File: config.mk
export PLATFORM = sky130hd
export DESIGN_NAME = pvs_cell
export DESIGN_NICKNAME = d
export VERILOG_FILES = /design/src/rtl/pvs_pkg.sv /design/src/rtl/pvs_cell.sv
export SDC_FILE = /design/constraint.sdc
export NUM_CORES = 1
export LEC_CHECK = 0
export BUFFER_PORTS_ARGS = -buffer_cell sky130_fd_sc_hd__buf_2
export CAP_MARGIN = 20
export CORE_MARGIN = 2
export CORE_UTILIZATION = 47
export DETAILED_ROUTE_END_ITERATION = 10
export PLACE_DENSITY = 0.79
export SKIP_CTS_REPAIR_TIMING = 1
export SYNTH_ARGS = -nofsm -noshare
export SYNTH_HDL_FRONTEND = slang
export SYNTH_SLANG_ARGS = --single-unit
File: constraint.sdc
create_clock -name clk -period 4.2 [get_ports clk]
set_clock_uncertainty 0.1 [all_clocks]
set_input_delay 0.42 -clock clk [delete_from_list [all_inputs] [get_ports clk]]
set_output_delay 0.42 -clock clk [all_outputs]
set_load 0.02 [all_outputs]
File: src/rtl/pvs_pkg.sv
// ----------------------------------------------------------------------------
// pvs_pkg: shared types and constants for the page victim selector
// Field widths, request and register codes, controller states, and the
// control groups that travel along the cell chain.
// ----------------------------------------------------------------------------
package pvs_pkg;

  localparam int REQ_W       = 2;
  localparam int REF_INDEX_W = 10;
  localparam int PAGE_W      = 16;
  localparam int FRAME_W     = 3;
  localparam int VICTIM_W    = 3;
  localparam int SEQ_LEN_W   = 11;
  localparam int CFG_INDEX_W = 1;
  localparam int CFG_DATA_W  = 11;

  // Stream word layouts, padded to whole bytes.
  localparam int S_TDATA_W = 32;
  localparam int S_TUSER_W = 2;
  localparam int M_TDATA_W = 8;
  localparam int M_TUSER_W = 1;

  typedef enum logic [REQ_W-1:0] {
    REQ_LOAD    = 2'd0,
    REQ_RESTART = 2'd1,
    REQ_SELECT  = 2'd2,
    REQ_RECORD  = 2'd3
  } req_t;

  typedef enum logic [CFG_INDEX_W-1:0] {
    CFG_POLICY  = 1'd0,
    CFG_SEQ_LEN = 1'd1
  } cfg_reg_t;

  typedef enum logic {
    POLICY_FIFO    = 1'b0,
    POLICY_OPTIMAL = 1'b1
  } policy_t;

  typedef enum logic [1:0] {
    ST_IDLE,
    ST_SCAN,
    ST_WAIT
  } state_t;

  // Framing of one reference word moving down the cell chain.
  typedef struct packed {
    logic valid;
    logic first;
    logic last;
  } word_ctl_t;

  // Status of the victim search token that rides on the last word.
  typedef struct packed {
    logic done;   // some frame never recurs, search is settled
    logic have;   // a farthest-use candidate has been taken
  } token_t;

endpackage

File: src/rtl/pvs_cell.sv
// ----------------------------------------------------------------------------
// pvs_cell: one frame of the victim search chain
// Holds the page resident in its frame, records the first position at which
// that page recurs in the passing reference words, and folds its verdict
// into the search token when the last word of a scan goes by.
// ----------------------------------------------------------------------------
module pvs_cell #(
  parameter int FW      = 3,
  parameter int PW      = 10,
  parameter int CELL_ID = 0
) (
  input  logic                      clk,
  input  logic                      rst,
  input  logic                      page_we,
  input  logic [pvs_pkg::PAGE_W-1:0] page_wdata,
  input  pvs_pkg::word_ctl_t        in_ctl,
  input  logic [pvs_pkg::PAGE_W-1:0] in_page,
  input  logic [PW-1:0]             in_pos,
  input  pvs_pkg::token_t           in_tok,
  input  logic [FW-1:0]             in_best,
  input  logic [PW-1:0]             in_best_pos,
  output pvs_pkg::word_ctl_t        out_ctl,
  output logic [pvs_pkg::PAGE_W-1:0] out_page,
  output logic [PW-1:0]             out_pos,
  output pvs_pkg::token_t           out_tok,
  output logic [FW-1:0]             out_best,
  output logic [PW-1:0]             out_best_pos
);

  import pvs_pkg::*;

  logic [PAGE_W-1:0] frame_page;
  logic              found;
  logic [PW-1:0]     found_pos;

  logic              seen;
  logic              match;
  logic              found_next;
  logic [PW-1:0]     found_pos_next;
  token_t            tok_next;
  logic [FW-1:0]     best_next;
  logic [PW-1:0]     best_pos_next;

  // A first word starts a fresh scan, so earlier hits are forgotten.
  always_comb begin
    seen           = found & ~in_ctl.first;
    match          = in_ctl.valid && (in_page == frame_page);
    found_next     = seen | match;
    found_pos_next = seen ? found_pos : in_pos;
  end

  // Lowest frame that never recurs wins outright; otherwise the strictly
  // farthest next use wins, so ties stay with the lower frame.
  always_comb begin
    tok_next      = in_tok;
    best_next     = in_best;
    best_pos_next = in_best_pos;
    if (!in_tok.done) begin
      if (!found_next) begin
        tok_next.done = 1'b1;
        best_next     = FW'(CELL_ID);
      end else if (!in_tok.have || (found_pos_next > in_best_pos)) begin
        tok_next.have = 1'b1;
        best_next     = FW'(CELL_ID);
        best_pos_next = found_pos_next;
      end
    end
  end

  always_ff @(posedge clk) begin
    if (rst) begin
      frame_page <= '0;
      found      <= 1'b0;
      out_ctl    <= '0;
    end else begin
      if (page_we) begin
        frame_page <= page_wdata;
      end
      if (in_ctl.valid) begin
        found <= found_next;
      end
      out_ctl <= in_ctl;
    end
  end

  always_ff @(posedge clk) begin
    if (in_ctl.valid) begin
      found_pos <= found_pos_next;
    end
    out_page     <= in_page;
    out_pos      <= in_pos;
    out_tok      <= tok_next;
    out_best     <= best_next;
    out_best_pos <= best_pos_next;
  end

endmodule

After elaboration in Yosys (flattened, before gate mapping)
Cells that the tools add are included.

storage, ports and cells
  register bits = 71
  input port bits = 63
  output and inout port bits = 44
  logic and storage cells = 31

operators by class
  $lt $le $gt $ge = 1
  equal/unequal tests = 1
  mux-type cells = 11
  bitwise operators = 3
  reduce and logical (&&, ||, !) cells = 3

operator list
  cell                 number
  $mux W10             4
  $eq A16 B16 Y1       1
  $gt A10 B10 Y1       1
  $mux W3              3
  $mux W1              4
  $and A1 B1 Y1        1
  $logic_and A1 B1 Y1  1
  $logic_not A1 Y1     1
  $logic_or A1 B1 Y1   1
  $not A1 Y1           1
  $or A1 B1 Y1         1

Longest topological paths before layout
Gate-level depths: netlist (run 1).

  depth after elaboration = 8
  mapped depth = 12
  gate-level depth less buffers = 10

Worst setup path before layout (run 1)
OpenSTA, ideal clock, no wires.

  kind = input port to flip-flop
  from = input port in_ctl[1] in the netlist's numbering
  to = register out_best_pos[0]
  data arrival time = 3.029 ns
  data required time = 3.979 ns
  slack = 0.950 ns
  stages = 11
  buffers on the path = 2
  cells stage by stage = nor2b_1 -> buf_1 -> mux2_2 -> ha_1 -> and3_4 -> nand4_2 -> o221a_1 -> o21ai_1 -> or3b_1 -> buf_6 -> mux2_4

on the way
  cells in the longest elaborated chain, start to end = 8
  elaborated cells on any way between the ends = 9
  those cells by class = order compare: 1; mux: 4; bitwise: 3; reduce/logical: 1

ends and longest elaborated chain
  element                line            RTL
  start, declared        pvs_cell.sv:16  input pvs_pkg::word_ctl_t in_ctl,
  $not A1 Y1             pvs_cell.sv:46  seen = found & ~in_ctl.first;
  $and A1 B1 Y1          pvs_cell.sv:46
  $mux W10               pvs_cell.sv:49  found_pos_next = seen ? found_pos : in_pos;
  via found_pos_next[9]  pvs_cell.sv:39  logic [PW-1:0] found_pos_next;
  $gt A10 B10 Y1         pvs_cell.sv:62  end else if (!in_tok.have || (found_pos_next > in_best_pos)) begin
  $logic_or A1 B1 Y1     pvs_cell.sv:62
  $mux W10               pvs_cell.sv:62
  $mux W10               pvs_cell.sv:59  if (!found_next) begin
  $mux W10               pvs_cell.sv:58  if (!in_tok.done) begin
  via best_pos_next[0]   pvs_cell.sv:42  logic [PW-1:0] best_pos_next;
  end signal, assigned   pvs_cell.sv:94  out_best_pos <= best_pos_next;
  end, declared          pvs_cell.sv:27  output logic [PW-1:0] out_best_pos

The timed path passes the listed nets, and every way through them passes these cells.
A chain may end at the register's enable or synchronous reset.

Worst setup path in the final report (run 1)
  from = register found
  to = register out_best_pos[2]

on the way
  cells in the longest elaborated chain, start to end = 7
  elaborated cells on any way between the ends = 8
  those cells by class = order compare: 1; mux: 4; bitwise: 2; reduce/logical: 1

ends and longest elaborated chain
  element                 line            RTL
  start, declared         pvs_cell.sv:33  logic found;
  start signal, assigned  pvs_cell.sv:80  found <= found_next;
  $and A1 B1 Y1           pvs_cell.sv:46
  $mux W10                pvs_cell.sv:49
  via found_pos_next[5]   pvs_cell.sv:39
  $gt A10 B10 Y1          pvs_cell.sv:62
  $logic_or A1 B1 Y1      pvs_cell.sv:62
  $mux W10                pvs_cell.sv:62
  $mux W10                pvs_cell.sv:59
  $mux W10                pvs_cell.sv:58
  via best_pos_next[2]    pvs_cell.sv:42

The timed path passes the listed nets, and every way through them passes these cells.

==> results.yml, run 1 <==
status:
  outcome: "finished, final reports clean"
floorplan:
  rows: 26
  start_util_pct: 49.4
  die_w_um: 77.7
  core_area_mm2: 0.00517
  dieArea_mm2: 0.00604
  ioPinCount: 107
  die_h_um: 77.7
cells_and_area:
  n_antenna_cell: 0
  drive_gt1_share_pct: 45.7
  synthToLayoutAreaGrowth_pct: 32.1
  seq_area_mm2: 0.00152
  final_cells: 385
  layout.nets: 383
  multi_input_area_um2: 963
  nFillCells: 412
global_route:
  grtUsageTotal_pct: 17.6
  antenna_found_initial: 0
  grt_pass1_vias: 1780
  grt_overflow: 0
  grt_max_degree: 21
  grt_pass1_wl_um: 8130
pwr:
  switching_share_pct: 22.1
  power.leakage_nw: 1.65
  p_per_area_mw_per_mm2: 446
  p_comb_share_pct: 10.8
  power_frac_seq_pct: 49.2
  p_clk_share_pct: 40.0
  power_switching_mw: 0.333
  internal_power_mw: 1.17
  peakVddDrop_v: 0.000266
clocking:
  h-tree-depth: 3
  clock-sinks: 71
  path_clk_slew_ns: 0.07
  cts_buffers: 9
  root_buffer: "clkbuf_8"
  clock_latency_ns: 0.33
  clockBufferDepth: 2
  cts_tree: "done"
detailed_routing:
  first_pass_iters: 4
  post_drt_wl_per_cell_um: 13.0
  routed_via_density: 4.64
  drc_errors: 0
  ant_nets: 0
  drt-total-wl_um: 5000
  vias: 1787
  dr.first_iter.drc_count: 56
min_path:
  worstHoldPathCells: 1
  holdCritStartpoint: "in_pos[4]"
  holdPathEnd: "out_pos[4]"
  hold_class: "input pin to flop"
synthesis:
  async_flop_share_pct: 0
  ys.flop_type: "dfxtp_1"
  synth_seq_cells: 71
  ys_seq_area_share_pct: 59.5
  syn_nets: 271
  synth_area_mm2: 0.00256
  synth_edf_count: 10
  postSynthCellCount: 198
  syn_area_per_cell_um2: 12.9
  ys_warn_count: 0
  synthDistinctLibCells: 31
placement:
  hpwl_um: 3820
  dp.cells: 369
  gp_congestion: 0.739
  io_buffers: 106
worst_setup_path:
  reg2reg_depth: 10
  reg2reg_to: "out_best_pos[2]"
  required_ns: 4.32
  crit_path_start_kind: "flop"
  crit_arrival_ns: 3.48
  r2r_slack_ns: 0.83
  r2r_start: "found"
  end_kind: "flop"
  cp_max_fo: 11
  critical_path_class: "flop to flop"
job:
  drv_cap: 0
sta:
  setup_viol: 0
  slew_viol_final: 0
  finalHoldViolCount: 0
  fmax_mhz: 297
  period_needed_ns: 3.37
  rsz0062_at_grt: "no"
  tightest_slew_ns: 0.657
  finalSetupTns_ns: 0
  post-route-period-util_pct: 80.1
  slew_headroom_pct: 56.2
[per-layer routing]
metal	up-vias	wire (µm)	track usage [%]	part of all wire, %
met1	800	2020	19.6	40
met4	0	100	8.75	2.0
met3	11	513	7.44	10
li1	898	-	-	-
met5	-	0	0	0
met2	78	2370	28.6	47
[flip-flops by register name, indices dropped and copies added (netlist names)]
| name | flops |
|---|---|
| out_best_pos | 10 |
| out_pos | 10 |
| out_page | 16 |
| out_ctl | 3 |
| found | 1 |
| out_best | 3 |
| frame_page | 16 |
| found_pos | 10 |
| out_tok | 2 |
[cells in the final DEF, fill, tap and decap left out, types with 2 or more instances in the layout]
master / count
a21o_1: 2
a21oi_1: 2
a221oi_1: 2
and2_1: 3
buf_2: 106
bufinv_16: 2
clkbuf_1: 2
clkbuf_8: 11
dfxtp_1: 61
edfxtp_1: 10
ha_1: 10
inv_1: 11
mux2_2: 10
mux2_4: 10
mux2i_1: 16
nand2_1: 2
nand2b_1: 2
nand4_1: 3
nor2_1: 17
nor2b_1: 4
xnor2_1: 16
[metrics by stage]
stage | hold WS [ns] | power, mW | cell area [µm²] | util, % | setup WS (ns)
2_1_floorplan | 0.345 | 0.851 | 2560 | - | 0.950
3_3_place_gp | 0.359 | 0.917 | 3150 | 60.9 | 0.737
3_5_place_dp | 0.382 | 0.921 | 3150 | 60.9 | 0.651
4_1_cts | 0.0847 | 1.53 | 3380 | 65.3 | 0.814
5_1_grt | 0.0849 | 1.57 | 3380 | 65.3 | 0.563
6_report | 0.0976 | 1.51 | 3380 | 65.3 | 0.835
[critical path, cell delays in order, from the launching register on]
cell	delay [ns]
dfxtp_1	0.33
nor2b_1	0.13
buf_4	0.22
mux2_2	0.38
ha_1	0.30
and3_1	0.20
nand4_2	0.12
o221a_1	0.24
o21ai_1	0.17
or3b_1	0.66
mux2_4	0.40
[power groups by stage]
stage	Clock [mW]	Sequential, mW	Combinational (mW)
2_1_floorplan	0	0.783	0.0682
3_3_place_gp	0	0.755	0.162
3_5_place_dp	0	0.756	0.165
4_1_cts	0.618	0.741	0.166
5_1_grt	0.647	0.744	0.180
6_report	0.603	0.740	0.163
[worst max path at each step]
stage | startpoint | to | cells past startpoint
6_report | found | out_best_pos[2] | 10
5_1_grt | found | out_best_pos[2] | 10
4_1_cts | found | out_best_pos[2] | 10
3_5_place_dp | in_ctl[1] | out_best_pos[5] | 11
3_3_place_gp | in_ctl[1] | out_best_pos[4] | 11
2_1_floorplan | in_ctl[1] | out_best_pos[0] | 11
[cell type report]
cell class              instances  area share [%]
repair buffers                107            15.9
clock inverters                 3            1.93
well taps                      70            2.59
flip-flops and latches         71            45.1
multi-input cells             110            28.5
clock buffers                  13            4.71
inverters                      11            1.22
[kinds of logic after synthesis]
kind of cell / share of synthesized area [%]
adders and majority gates: 4.89
AOI/OAI and AO/OA: 2.84
and+or+nand+nor: 7.93
muxes: 16.5
xor gates and xnor gates: 5.48
DFF: 59.5
buffers and inverters: 2.79
[cells in the mapped netlist, drive strengths merged (2+ instances only)]
| cell type | number | area share (%) |
|---|---|---|
| a21o | 2 | 0.59 |
| a21oi | 2 | 0.39 |
| a221oi | 2 | 0.69 |
| and2 | 3 | 0.73 |
| and3 | 2 | 0.69 |
| buf | 2 | 0.59 |
| clkbuf | 4 | 0.59 |
| dfxtp | 61 | 48 |
| edfxtp | 10 | 12 |
| ha | 10 | 4.9 |
| inv | 11 | 1.6 |
| mux2 | 20 | 10 |
| mux2i | 16 | 6.3 |
| nand2 | 2 | 0.29 |
| nand2b | 2 | 0.49 |
| nand4 | 4 | 1.2 |
| nor2 | 17 | 2.5 |
| nor2b | 4 | 0.98 |
| xnor2 | 16 | 5.5 |
No activity file was read; power rests on OpenSTA's default activity.
==> inputs of run 2 (changes only) <==
--- a/config.mk
+++ b/config.mk
@@ -5,10 +5,11 @@
 export SDC_FILE = /design/constraint.sdc
 export NUM_CORES = 1
 export LEC_CHECK = 0
+export ABC_AREA = 1
 export BUFFER_PORTS_ARGS = -buffer_cell sky130_fd_sc_hd__buf_2
 export CAP_MARGIN = 20
 export CORE_MARGIN = 2
-export CORE_UTILIZATION = 47
+export CORE_UTILIZATION = 48
 export DETAILED_ROUTE_END_ITERATION = 10
 export PLACE_DENSITY = 0.79
 export SKIP_CTS_REPAIR_TIMING = 1
==> constraint.sdc (replaced) <==
create_clock -name clk -period 3.1 [get_ports clk]
set_clock_uncertainty 0.1 [all_clocks]
set_input_delay 0.31 -clock clk [delete_from_list [all_inputs] [get_ports clk]]
set_output_delay 0.31 -clock clk [all_outputs]
set_load 0.02 [all_outputs]
==> run 2 against run 1 <==
- sequential share of layout area decreased by 3.7 points
- die area up 4.7%
- critical path depth grew 2
- final area grew 8.9%
- first-iteration DRC count grew 68%
- sequential power grew 35%
- sequential cell count stayed put
- cell count up 33%
- register-to-register slack got worse by 0.46 ns
==> results.yml, run 2 <==
floorplan:
  core_area_mm2: 0.00551
  rows: 27
  start_util_pct: 49.8
  die_w_um: 79.6
  die_h_um: 79.6
  dieArea_mm2: 0.00633
  ioPinCount: 107
synthesis:
  synth_seq_cells: 71
  ys_warn_count: 0
  synthTopCellsByCount: "69 x nand2_1, 61 x dfxtp_1, 47 x inv_1"
  synth_top_area_cell: "dfxtp_1"
  async_flop_share_pct: 0
  synth_edf_count: 10
  netlist.area_leader.share_pct: 44.5
  ys.flop_type: "dfxtp_1"
  postSynthCellCount: 305
  synth_area_mm2: 0.00274
  yosysMostFrequentCell: "nand2_1"
  ys_seq_area_share_pct: 55.5
  syn_area_per_cell_um2: 8.99
  synthTopCellsByArea: "dfxtp_1 45%, edfxtp_1 11%, nand2_1 9.4%, inv_1 6.4%, ha_1 4.6%"
  synthDistinctLibCells: 27
  syn_nets: 378
cells_and_area:
  n_antenna_cell: 0
  nFillCells: 439
  reg_top3: "frame_page: 16 flops, out_page: 16 flops"
  seq_area_mm2: 0.00152
  synthToLayoutAreaGrowth_pct: 34.1
  drive_gt1_share_pct: 30.8
  mostFrequentLayoutCell: "buf_2"
  layout.nets: 508
  final_cell_mix: "106 x buf_2, 69 x nand2_1, 61 x dfxtp_1, 47 x inv_1, 30 x nor2_1"
  multi_input_area_um2: 977
  final_cell_area_mm2: 0.00368
sta:
  fmax_mhz: 367
  finalHoldViolCount: 0
  whs_ns: 0.0118
  slew_headroom_pct: 54.9
  tightest_slew_ns: 0.676
  period_needed_ns: 2.73
  rsz0062_at_grt: "no"
  post-route-period-util_pct: 88.0
  setup_viol: 0
  slew_viol_final: 0
  finalSetupTns_ns: 0
min_path:
  hold_class: "input pin to flop"
clocking:
  clock-sinks: 71
  cts_buffers: 9
  path_clk_slew_ns: 0.07
  root_buffer: "clkbuf_8"
  cts_tree: "done"
  clockBufferDepth: 2
  clock_latency_ns: 0.33
  h-tree-depth: 3
detailed_routing:
  drc_errors: 0
  vias: 2344
  ant_nets: 0
  routed_via_density: 4.59
  dr.first_iter.drc_count: 94
  drt-total-wl_um: 6080
  first_pass_iters: 4
  post_drt_wl_per_cell_um: 11.9
pwr:
  power.leakage_nw: 1.91
  total_power_mw: 1.93
  peakVddDrop_v: 0.000301
  p_per_area_mw_per_mm2: 524
worst_setup_path:
  crit_path_start_kind: "flop"
  cp_max_fo: 12
  crit_arrival_ns: 2.84
  end_kind: "flop"
  required_ns: 3.21
  critical_path_class: "flop to flop"
placement:
  place_area_mm2: 0.00330
  io_buffers: 106
  hpwl_um: 4340
  gp_congestion: 0.826
global_route:
  grt_overflow: 0
  grt_pass1_wl_um: 9290
  antenna_found_initial: 0
  grt_pass1_vias: 2096
  grtUsageTotal_pct: 19.3
  grt_max_degree: 26
status:
  outcome: "finished, final reports clean"
job:
  drv_cap: 0
run 2: cell count changes after synthesis, moves of 13 or more:
cell,change
o21ai_0,+18
inv_1,+36
mux2i_1,-16
xnor2_1,-13
nand2_1,+67
nor2_1,+13
run 2: layout make-up:
type / count / area share [%]
flip-flops and latches: 71 / 41.4
inverters: 48 / 4.90
multi-input cells: 179 / 26.6
repair buffers: 126 / 19.9
clock buffers: 15 / 4.83
well taps: 72 / 2.45
run 2: final timing paths:
kind                     endpoint            from  slack [ns]  cells past startpoint
setup / recovery  out_best_pos[2]           found        0.37                     12
hold / removal       out_page[11]     in_page[11]        0.01                      1
setup reg to reg  out_best_pos[2]           found        0.37                     12
hold reg to reg    frame_page[12]  frame_page[12]        0.37                      2
run 2: per-layer routing:
layer / global-route usage (%) / share of wire (%) / vias to the layer above
met4: 11.2 / 2.8 / 0
met1: 25.3 / 44 / 1015
li1: - / - / 1221
met2: 28.7 / 47 / 88
met3: 4.75 / 5.7 / 20
met5: 0 / 0 / -
run 2: report_power, final:
part,switching [mW],leakage (nW),internal (mW)
clock,0.303,0.0889,0.359
sequential,0.0158,0.609,0.985
combinational,0.152,1.21,0.111
total,0.471,1.91,1.46
run 2: kinds of logic (layout without fill, tap and decap cells):
logic type | after synthesis | after routing | share of synthesized area (%)
AO/OA/AOI/OAI | 35 | 35 | 6.89
AND/OR/NAND/NOR | 122 | 122 | 19.5
XOR/XNOR | 3 | 3 | 0.959
flip-flops | 71 | 71 | 55.5
adder cells (fa/ha/maj) | 10 | 10 | 4.56
multiplexers | 9 | 9 | 3.70
buffers and inverters | 55 | 189 | 8.85
run 2: metrics by stage:
step / cells / utilization, % / setup WS (ns)
floorplan: 305 / - / 0.909
CTS: 491 / 63.1 / 0.390
finish: 511 / 66.8 / 0.372
global route: 511 / 66.8 / 0.146
detailed placement: 476 / 59.9 / 0.277
global placement: 476 / 59.9 / 0.403
run 2: worst max-delay path, cell delays in order (launching register included):
cell	delay, ns
dfxtp_1	0.31
nand2_1	0.41
mux2_2	0.43
ha_1	0.31
nand2_1	0.07
nor2_1	0.16
nand3_1	0.09
nand3_1	0.08
nand2_1	0.06
nand2_2	0.22
nand3_4	0.18
nand2_1	0.12
nand2_1	0.06
==> inputs of run 3 (changes only) <==
--- a/config.mk
+++ b/config.mk
@@ -8,7 +8,7 @@
 export ABC_AREA = 1
 export BUFFER_PORTS_ARGS = -buffer_cell sky130_fd_sc_hd__buf_2
 export CAP_MARGIN = 20
-export CORE_MARGIN = 2
+export CORE_MARGIN = 4
 export CORE_UTILIZATION = 48
 export DETAILED_ROUTE_END_ITERATION = 10
 export PLACE_DENSITY = 0.79
==> run 3 against run 2 <==
- die area increased by 10%
- clock power shrank 4.2%
- sequential share of layout area is 0.54 points lower
- critical path depth unchanged
- wire length increased by 7.0%
- combinational power up 3%
- hold slack improved by 0.052 ns
- total power decreased by 1.1%
- sequential power hardly changed
- sequential cell count unchanged
- final area grew 1.3%
- global-route usage is 1.1 points lower
- critical path type unchanged
- largest cell class unchanged
==> results.yml, run 3 (synthesis results as in run 2) <==
status:
  outcome: "finished, final reports clean"
worst_setup_path:
  cp_top_family: "simple AND/OR/NAND/NOR gates"
  cpPeakStageDelay_ns: 0.42
  reg2reg_depth: 12
  crit_arrival_ns: 2.88
  required_ns: 3.23
  crit_buf_inv: 0
  critical_path_class: "flop to flop"
  cp.depth: 12
  reg2reg_to: "out_best_pos[5]"
  crit_top_cell: "nand2_1"
  r2r_start: "found"
  r2r_slack_ns: 0.35
  crit_path_top_delay_cell: "nand2_1"
  crit_path_start_kind: "flop"
  end_kind: "flop"
  cp_max_fo: 12
  path_cells: "nand2_1, mux2_2, ha_1, nand2_1, nor2_1, nand3_1, nand3_1, nand2_1, nand2_2, nand3_4, nand2_1, nand2_1"
sta:
  post-route-period-util_pct: 88.7
  slew_viol_final: 0
  slew_headroom_pct: 53.9
  setup_viol: 0
  rsz0062_at_grt: "no"
  finalSetupTns_ns: 0
  period_needed_ns: 2.75
  finalHoldViolCount: 0
  tightest_slew_ns: 0.691
  fmax_mhz: 364
cells_and_area:
  nFillCells: 453
  final_cell_area_mm2: 0.00373
  reg_top3: "frame_page: 16 flops, out_page: 16 flops"
  layout.nets: 514
  drive_gt1_share_pct: 30.9
  final_cell_mix: "106 x buf_2, 69 x nand2_1, 61 x dfxtp_1, 47 x inv_1, 30 x nor2_1"
  synthToLayoutAreaGrowth_pct: 35.9
  n_antenna_cell: 0
  mostFrequentLayoutCell: "buf_2"
clocking:
  root_buffer: "clkbuf_8"
  clock-sinks: 71
  cts_tree: "done"
  clockBufferDepth: 2
  cts_buffers: 9
  clock_latency_ns: 0.34
  h-tree-depth: 3
  path_clk_slew_ns: 0.07
placement:
  gp_congestion: 0.818
  io_buffers: 106
  hpwl_um: 4680
  place_area_mm2: 0.00330
floorplan:
  dieArea_mm2: 0.00698
  die_h_um: 83.6
  start_util_pct: 49.8
  core_area_mm2: 0.00551
  rows: 27
  die_w_um: 83.6
  ioPinCount: 107
detailed_routing:
  vias: 2416
  drt-total-wl_um: 6510
  routed_via_density: 4.66
  dr.first_iter.drc_count: 118
  post_drt_wl_per_cell_um: 12.6
  drc_errors: 0
  ant_nets: 0
  first_pass_iters: 4
min_path:
  hold_class: "input pin to flop"
  holdCritStartpoint: "in_best_pos[8]"
  holdPathEnd: "out_best_pos[8]"
  worstHoldPathCells: 3
global_route:
  grt_max_degree: 26
  grt_pass1_vias: 2303
  antenna_found_initial: 0
  grtUsageTotal_pct: 18.2
  grt_overflow: 0
  grt_pass1_wl_um: 10100
job:
  drv_cap: 0
pwr:
  p_per_area_mw_per_mm2: 511
  power.leakage_nw: 1.93
  peakVddDrop_v: 0.000347
run 3: cell count changes in the layout (fill, tap and decap cells not counted):
| cell | delta |
|---|---|
| clkinv_2 | +3 |
| dlygate4sd3_1 | +6 |
| clkbuf_16 | -1 |
| clkbuf_1 | -2 |
| inv_4 | +1 |
run 3: metal layers:
metal	wire, µm	GRT usage, %	vias up
met4	235	11.3	0
met1	2640	21.2	1070
met3	466	6.71	22
met5	0	0	-
met2	3160	28.3	90
li1	-	-	1234
run 3: metrics by stage:
step           power, mW  instances  hold WS (ns)  worst slack [ns]  utilization [%]
2_1_floorplan       1.17        305         0.238             0.909                -
3_3_place_gp        1.26        476         0.327             0.390             59.9
3_5_place_dp        1.27        476         0.329             0.248             59.9
4_1_cts             1.90        492       -0.0420             0.351             62.9
5_1_grt             2.01        518        0.0437             0.104             67.7
6_report            1.90        518        0.0636             0.352             67.7
run 3: worst register-to-register path: stages, from the launching register on:
cell	delay (ns)
dfxtp_1	0.31
nand2_1	0.42
mux2_2	0.43
ha_1	0.30
nand2_1	0.07
nor2_1	0.16
nand3_1	0.11
nand3_1	0.10
nand2_1	0.06
nand2_2	0.22
nand3_4	0.19
nand2_1	0.13
nand2_1	0.05
run 3: cell type report:
| type | count | area, µm² | share of cell area [%] |
|---|---|---|---|
| inverter | 48 | 180 | 4.84 |
| sequential | 71 | 1520 | 40.8 |
| clock inverter | 4 | 21.3 | 0.571 |
| timing repair buffer | 132 | 791 | 21.2 |
| clock buffer | 12 | 145 | 3.90 |
| multi-input combinational | 179 | 977 | 26.2 |
| tap | 72 | 90.1 | 2.42 |
run 3: where the power goes:
| part | switching (mW) | leakage [nW] | internal [mW] | total [mW] |
|---|---|---|---|---|
| registers | 0.0156 | 0.609 | 0.985 | 1.00 |
| logic | 0.154 | 1.23 | 0.116 | 0.270 |
| clock network | 0.325 | 0.0905 | 0.309 | 0.634 |
| total | 0.494 | 1.93 | 1.41 | 1.90 |
run 3: worst max-delay path by stage:
stage | to | slack, ns | start
2_1_floorplan | out_best_pos[0] | 0.91 | in_ctl[1]
3_3_place_gp | out_best_pos[0] | 0.39 | in_ctl[1]
3_5_place_dp | out_best_pos[5] | 0.25 | in_ctl[1]
4_1_cts | out_best_pos[5] | 0.35 | found
5_1_grt | out_best_pos[7] | 0.10 | found
6_report | out_best_pos[5] | 0.35 | found
